$ cat src/design/sgci_pkg.sv
// Shared types and constants for the staggered grid complex interpolator.
// No dependencies; imported by the corner, blend and top-level modules and referenced by the checker.
package sgci_pkg;

	// Grid geometry and sample format
	localparam int MAX_ROWS     = 64;
	localparam int MAX_COLS     = 64;
	localparam int SAMPLE_WIDTH = 24;
	localparam int ROW_W        = $clog2(MAX_ROWS);
	localparam int COL_W        = $clog2(MAX_COLS);
	localparam int ADDR_W       = ROW_W + COL_W;
	localparam int GRID_DEPTH   = MAX_ROWS * MAX_COLS;
	localparam int CELL_W       = 2 * SAMPLE_WIDTH;

	// Configuration port
	localparam int CNT_W  = 7;
	localparam int PH_W   = 18;
	localparam int CFG_W  = 18;
	localparam int IDX_W  = 3;

	localparam logic [IDX_W-1:0] CFG_ROWS   = 3'd0;
	localparam logic [IDX_W-1:0] CFG_COLS   = 3'd1;
	localparam logic [IDX_W-1:0] CFG_PH_RE  = 3'd2;
	localparam logic [IDX_W-1:0] CFG_PH_IM  = 3'd3;
	localparam logic [IDX_W-1:0] CFG_IPH_RE = 3'd4;
	localparam logic [IDX_W-1:0] CFG_IPH_IM = 3'd5;

	// Input item opcodes
	localparam logic FUNC_WRITE = 1'b0;
	localparam logic FUNC_QUERY = 1'b1;

	// Datapath widths
	localparam int Q_W      = 16;                 // Q8.8 position
	localparam int OFS_W    = 10;                 // offset from cell center, Q.8
	localparam int CORNER_W = SAMPLE_WIDTH + 4;   // phased corner, Q.20
	localparam int PROD_W   = SAMPLE_WIDTH + PH_W;
	localparam int COEF_W   = 11;                 // blend weights
	localparam int WT_W     = COEF_W + CORNER_W;  // weight times corner
	localparam int INNER_W  = WT_W + 1;
	localparam int SUM4_W   = CORNER_W + 2;
	localparam int S64_W    = SUM4_W + 6;
	localparam int PA_W     = COEF_W + INNER_W;
	localparam int PB_W     = COEF_W + S64_W;
	localparam int TOT_W    = PA_W + 2;
	localparam int RND_W    = TOT_W - 16;

	// Per-stage load enables handed to the datapath slices
	typedef struct packed {
		logic s2;
		logic s3;
		logic s4;
		logic s5;
		logic s6;
		logic s7;
		logic s8;
	} sgci_en_t;

endpackage

$ cat src/design/sgci_blend.sv
// Quadrant-triangle blend of four corners for one component (re or im).
// Depends on sgci_pkg. Stages s5..s8: weights, inner sum, outer products, round.
module sgci_blend (
	input  logic                                     clk,
	input  sgci_pkg::sgci_en_t                       en,
	input  logic signed [sgci_pkg::OFS_W-1:0]        d,
	input  logic signed [sgci_pkg::OFS_W-1:0]        e,
	input  logic signed [sgci_pkg::CORNER_W-1:0]     sw,
	input  logic signed [sgci_pkg::CORNER_W-1:0]     nw,
	input  logic signed [sgci_pkg::CORNER_W-1:0]     se,
	input  logic signed [sgci_pkg::CORNER_W-1:0]     ne,
	input  logic                                     oor,
	output logic signed [sgci_pkg::SAMPLE_WIDTH-1:0] value
);
	import sgci_pkg::*;

	logic signed [OFS_W:0]      dpe, dme;
	logic signed [COEF_W-1:0]   a_c, u_c, w1, w2;
	logic signed [CORNER_W-1:0] x_c, y_c;
	logic signed [WT_W-1:0]     m1_s5, m2_s5;
	logic signed [SUM4_W-1:0]   sum4_s5;
	logic signed [COEF_W-1:0]   a_s5, a_s6;
	logic signed [INNER_W-1:0]  inner_s6;
	logic signed [S64_W-1:0]    s64_s6;
	logic signed [PA_W-1:0]     pa_s7;
	logic signed [PB_W-1:0]     pb_s7;
	logic signed [TOT_W-1:0]    tot;
	logic signed [RND_W-1:0]    rnd;
	logic signed [SAMPLE_WIDTH-1:0] sat_v;

	// Pick the triangle: outer weight a, edge pair x/y and their split u
	always_comb begin
		dpe = (OFS_W+1)'(d) + (OFS_W+1)'(e);
		dme = (OFS_W+1)'(d) - (OFS_W+1)'(e);
		if (dpe > 0) begin
			if (dme > 0) begin
				a_c = COEF_W'(d) <<< 1; u_c = COEF_W'(e); x_c = ne; y_c = nw;
			end else begin
				a_c = COEF_W'(e) <<< 1; u_c = COEF_W'(d); x_c = ne; y_c = se;
			end
		end else begin
			if (dme > 0) begin
				a_c = -(COEF_W'(e) <<< 1); u_c = COEF_W'(d); x_c = nw; y_c = sw;
			end else begin
				a_c = -(COEF_W'(d) <<< 1); u_c = COEF_W'(e); x_c = se; y_c = sw;
			end
		end
		w1 = COEF_W'(128) + u_c;
		w2 = COEF_W'(128) - u_c;
	end

	// Edge weights and corner sum
	always_ff @(posedge clk) begin
		if (en.s5) begin
			m1_s5   <= w1 * x_c;
			m2_s5   <= w2 * y_c;
			sum4_s5 <= SUM4_W'(sw) + SUM4_W'(nw) + SUM4_W'(se) + SUM4_W'(ne);
			a_s5    <= a_c;
		end
	end

	// Edge total and scaled center
	always_ff @(posedge clk) begin
		if (en.s6) begin
			inner_s6 <= INNER_W'(m1_s5) + INNER_W'(m2_s5);
			s64_s6   <= S64_W'(sum4_s5) <<< 6;
			a_s6     <= a_s5;
		end
	end

	// Outer products
	always_ff @(posedge clk) begin
		if (en.s7) begin
			pa_s7 <= a_s6 * inner_s6;
			pb_s7 <= (COEF_W'(256) - a_s6) * s64_s6;
		end
	end

	// Round half up, saturate, zero when out of range
	always_comb begin
		tot = TOT_W'(pa_s7) + TOT_W'(pb_s7) + TOT_W'(32768);
		rnd = tot[TOT_W-1:16];
		if (rnd > RND_W'((2 ** (SAMPLE_WIDTH - 1)) - 1)) begin
			sat_v = {1'b0, {(SAMPLE_WIDTH-1){1'b1}}};
		end else if (rnd < -RND_W'(2 ** (SAMPLE_WIDTH - 1))) begin
			sat_v = {1'b1, {(SAMPLE_WIDTH-1){1'b0}}};
		end else begin
			sat_v = rnd[SAMPLE_WIDTH-1:0];
		end
	end

	always_ff @(posedge clk) begin
		if (en.s8) begin
			value <= oor ? '0 : sat_v;
		end
	end

endmodule

$ cat config.mk
export PLATFORM = sky130hd
export DESIGN_NAME = sgci_blend
export DESIGN_NICKNAME = d
export VERILOG_FILES = /design/src/design/sgci_pkg.sv /design/src/design/sgci_blend.sv
export SDC_FILE = /design/constraint.sdc
export NUM_CORES = 2
export LEC_CHECK = 0
export BUFFER_PORTS_ARGS = -buffer_cell sky130_fd_sc_hd__buf_2
export CAP_MARGIN = 20
export CORE_MARGIN = 2
export CORE_UTILIZATION = 30
export CTS_BUF_LIST = sky130_fd_sc_hd__clkbuf_16
export DETAILED_ROUTE_END_ITERATION = 12
export SYNTH_ARGS = -nofsm -noshare
export SYNTH_HDL_FRONTEND = slang
export SYNTH_SLANG_ARGS = --single-unit
export TNS_END_PERCENT = 10
$ cat constraint.sdc
create_clock -name clk -period 18.65 [get_ports clk]
set_input_delay 3.73 -clock clk [delete_from_list [all_inputs] [get_ports clk]]
set_output_delay 3.73 -clock clk [all_outputs]
set_load 0.005 [all_outputs]
## Yosys cells after proc, flatten, opt, wreduce, memory -nomap -nowiden

Index checks and enable logic that the tools add are counted.
Widths: inputs -> output; s select.

| storage, ports and cells | value |
|---|---|
| output and inout bits | 24 |
| flip-flop bits (word level) | 322 |

| cells by class | value |
|---|---|
| $add $sub $neg | 13 |
| multiplexer cells | 11 |
| reduce and logical (&&, ||, !) cells | 1 |
| magnitude comparators | 4 |
| multiply operators | 4 |

Operators with widths:

| cell | number |
|---|---|
| $mux 28 | 3 |
| $mul 11x28->39 | 2 |
| $mux 11 | 6 |
| $add 52x17->53 const B | 1 |
| $add 51x47->52 | 1 |
| $mul 11x40->51 | 1 |
| $mul 12x30->41 | 1 |
| $add 39x39->40 | 1 |
| $gt 37x24->1 const B | 1 |
| $lt 37x24->1 const B | 1 |
| $add 29x28->30 | 1 |
| $add 30x28->30 | 1 |
| $add 28x28->29 | 1 |
| $mux 24 | 1 |
| $mux 23 | 1 |
| $gt 11x1->1 const B | 2 |
| $neg 11->11 | 2 |
| $sub 10x11->12 const A | 1 |
| $add 10x10->11 | 1 |
| $add 9x11->11 const A | 1 |
| $sub 10x10->11 | 1 |
| $sub 9x11->11 const A | 1 |
| $reduce_or 2->1 | 1 |

## Logic depth before layout (Yosys ltp)

| depth | value |
|---|---|
| word-level depth | 6 |
| depth in mapped cells | 48 |

## Worst setup path after synthesis

No wires, ideal clock.

| timing path | value |
|---|---|
| path kind | input to register |
| start | input e[7] (netlist name) |
| end | register m2_s5[37] (data pin) |
| library setup time | 0.258 ns |
| path buffers | 6 |
| slack | 4.783 ns |
| data required time | 18.392 ns |
| arrival | 13.610 ns |
| stages on the path | 47 |
| path through | clkbuf_1 inv_1 ha_1 buf_2 o21ai_1 a221o_1 nor3_1 o311a_1 o221ai_2 a2111oi_4 nor2_2 xnor2_2 buf_2 nor2_1 a21oi_1 buf_2 buf_2 ha_1 [... 11 more ...] fa_1 inv_1 fa_1 inv_1 ha_1 a21o_1 a21oi_1 nor2_1 a311o_1 o21ai_0 a21oi_1 o21a_1 o221a_2 a211o_1 o41a_1 a21o_1 a21oi_1 xnor2_1 |

| on the way | value |
|---|---|
| longest elaborated chain between the ends | 6 |
| elaborated cells on any way between the ends | 11 |

RTL lines:

| element | RTL line | text |
|---|---|---|
| start: declaration | sgci_blend.sv:7 | `input logic signed [sgci_pkg::OFS_W-1:0] e,` |
| $sub 10x10->11 | sgci_blend.sv:34 | `dme = (OFS_W+1)'(d) - (OFS_W+1)'(e);` |
| $gt 11x1->1 | sgci_blend.sv:36, sgci_blend.sv:42 |  |
| $mux 11 (on tied branches) | sgci_blend.sv:42, sgci_blend.sv:36 |  |
| $mux 11 | sgci_blend.sv:35 | `if (dpe > 0) begin` |
| $sub 9x11->11 | sgci_blend.sv:49 | `w2 = COEF_W'(128) - u_c;` |
| $mul 11x28->39 * | sgci_blend.sv:56 | `m2_s5 <= w2 * y_c;` |
| end signal: assignment | sgci_blend.sv:56 |  |
| end: declaration | sgci_blend.sv:20 | `logic signed [WT_W-1:0] m1_s5, m2_s5;` |

Mark *: on every way between the ends. The rest lies on a longest branch, timed or not.
A chain may end at the register's enable or synchronous reset.

## Worst setup path in the final report

| timing path | value |
|---|---|
| start | input e[0] (netlist name) |
| end | register m2_s5[37] (data pin) |

The elaborated chain is that of the path after synthesis.

==> flow_summary.json <==
{
  "status": "completed",
  "critPathKind": "input pin to flop",
  "overflow": 0,
  "synth_top_area_share_pct": 38.3,
  "hp-start": "sum4_s5[25]$_DFFE_PP_",
  "num_vias": 45560,
  "wl_mm": 171,
  "drt_iter0_drc": 2779,
  "hold_viol": 0,
  "cts_buffer_depth": 3,
  "timing.final.crit_period_ns": 15.95,
  "synthTopCellsByArea": "fa_1 38%, edfxtp_1 14%, ha_1 11%, inv_1 7.1%, nand2_1 4.2%",
  "core_area_mm2": 0.210,
  "area_delta_synth_final_pct": 8.35,
  "yosysTopAreaCell": "fa_1",
  "holdBufCountCts": 0,
  "cp_max_fo": 57,
  "drtAntennaViolNets": 0,
  "start_util_pct": 30.2,
  "ys_ff_latch": 306,
  "grt_setup_unrepaired": "no",
  "antenna_found_initial": 31,
  "ctsResizeCount": 0,
  "synth_common_cells": "1213 x fa_1, 1201 x inv_1, 709 x nand2_1",
  "slew_violations": 0,
  "yosysMostFrequentCell": "fa_1",
  "grt_pass1_vias": 48182,
  "htreeDepth": 2,
  "dieArea_mm2": 0.215,
  "synth_area_mm2": 0.0635,
  "die_h_um": 464,
  "dpl.hpwl_mm": 145,
  "timing.critical_path.from_type": "input pin",
  "ys_seq_area_share_pct": 14.5,
  "holdPathStages": 0,
  "fmax_ghz": 0.0627,
  "cap_violations": 0,
  "vias_per_cell": 4.79,
  "grt_util_all_layers_pct": 15.9,
  "required_ns": 19.02,
  "gp_congestion": 0.906,
  "arrival_ns": 16.32,
  "path_clk_slew_ns": 0.06,
  "post-cts-setup-buffer-count": 0,
  "grt_max_degree": 75,
  "drt-wirelength-per-cell_um": 18.0,
  "cp_common_cell": "fa_1",
  "cts_made_buffers": 40,
  "slowest_delay_ns": 0.92,
  "synth_nets": 8554,
  "rows": 168,
  "worst_slew_pin_slew_ns": 1.11,
  "synthArstFlopShare_pct": 0,
  "reg2regPathDepth": 25,
  "clock_latency_ns": 0.62,
  "hold_path_class": "flop to flop",
  "ios": 165,
  "ys.warnings.count": 0,
  "drtPass1Iterations": 5,
  "die_x_um": 464,
  "grt_pass1_wl_mm": 271,
  "synth_top_flop_cell": "edfxtp_1",
  "fin_util_pct": 32.8,
  "cp-end-kind": "flop",
  "synth_edf_count": 306,
  "cpMaxStageDelayCell": "xnor2_2",
  "cts-root-buf": "clkbuf_16",
  "fillCellCount": 21587,
  "syn_inst": 6639,
  "drive_above_1_share_pct": 5.72,
  "fin_crit_sh_pct": 85.5,
  "io_buffers": 161,
  "route.detailed.drc": 0,
  "rr_startpoint": "a_s6[3]$_DFFE_PP_",
  "relSlewSlack_pct": 25.8,
  "tns_ns": 0,
  "setup_violations": 0,
  "fin_nets": 8568,
  "yosysUniqueCellTypes": 99,
  "cts_num_sinks": 306,
  "fin_worst_skew_ns": 0.0685,
  "crit_path_start": "e[0]",
  "cts_tree": "done",
  "avgSynthCellArea_um2": 9.56
}
==> per-layer routing <==
layer  up-vias  global-route usage (%)  part of all wire (%)
met2      1385                    25.7                    46
met3       233                    3.10                   7.2
met1     23106                    21.6                    44
met5         -                       0                 0.040
li1      20826                       -                     -
met4        10                    4.23                   3.0
==> final cells by class <==
cell class / count / area [um^2] / share of cell area, %
multi-input cells: 4881 / 48900 / 71.2
flip-flops and latches: 306 / 9190 / 13.4
inverters: 1209 / 4540 / 6.60
well taps: 2805 / 3510 / 5.10
repair buffers: 215 / 1250 / 1.81
clock buffers: 40 / 1000 / 1.46
clock inverters: 33 / 278 / 0.404
diodes: 26 / 65.1 / 0.0946
==> final timing paths <==
check	end	slack (ns)
setup / recovery	m2_s5[37]$_DFFE_PP_	2.70
hold reg to reg	s64_s6[31]$_DFFE_PP_	0.40
setup reg to reg	pb_s7[43]$_DFFE_PP_	9.33
hold / removal	s64_s6[31]$_DFFE_PP_	0.40
==> layout by cell type (no fill, tap or decap), drive strengths merged, types with 19 or more instances in the layout <==
master | Yosys | final
nand3 | 48 | 48
fa | 1213 | 1213
clkbuf | 184 | 40
o21bai | 24 | 24
a21o | 132 | 132
nand2b | 111 | 111
a21oi | 241 | 241
inv | 1209 | 1219
edfxtp | 306 | 306
a31oi | 19 | 19
diode | 0 | 26
xor2 | 79 | 79
o21a | 73 | 73
and3 | 21 | 21
buf | 59 | 215
nand2 | 709 | 709
mux2i | 36 | 36
nand4 | 23 | 23
nor2b | 71 | 71
ha | 561 | 561
nor2 | 543 | 543
o21ai | 181 | 181
clkinv | 0 | 21
and2 | 319 | 319
xnor2 | 204 | 204
nor3 | 66 | 66
==> state kept, by name (all words and copies together), names as in the netlist <==
register / cells
s64_s6: 30
m2_s5: 39
pb_s7: 40
value: 24
sum4_s5: 30
m1_s5: 39
a_s6: 10
a_s5: 10
pa_s7: 44
inner_s6: 40
==> through the flow <==
| step | setup slack (ns) | instance area [um^2] | hold slack, ns | cells |
|---|---|---|---|---|
| final | 2.70 | 68800 | 0.401 | 9515 |
| after global routing | 2.17 | 68800 | 0.420 | 9513 |
| after CTS | 2.86 | 68700 | 0.403 | 9488 |
| after detailed placement | 2.25 | 67400 | 0.405 | 9415 |
| after global placement | 2.33 | 67400 | 0.402 | 9414 |
| after floorplan | 4.78 | 63500 | 0.400 | 6639 |
==> critical path, delay by kind of cell <==
kind                       cells  cell delay (ns)
AOI/OAI and AO/OA             18             4.08
xor gates and xnor gates       4             1.89
buffers and inverters          7             1.04
adders and majority gates      9             3.90
and+or+nand+nor                7             1.21
muxes                          1             0.35
==> logic make-up (layout without fill, tap and decap cells) <==
| family | after synthesis | count (layout) | synth area share, % |
|---|---|---|---|
| adder cells (fa/ha/maj) | 1774 | 1774 | 49.3 |
| flip-flops | 306 | 306 | 14.5 |
| XOR/XNOR | 283 | 283 | 3.99 |
| AO/OA/AOI/OAI | 808 | 808 | 8.44 |
| AND/OR/NAND/NOR | 1977 | 1977 | 14.4 |
| multiplexers | 39 | 39 | 0.645 |
| buffers and inverters | 1452 | 1497 | 8.72 |
| other | 0 | 26 | 0 |
Power is not shown: default switching activity piles up to over one toggle a cycle in this logic, so the estimate is an artifact.
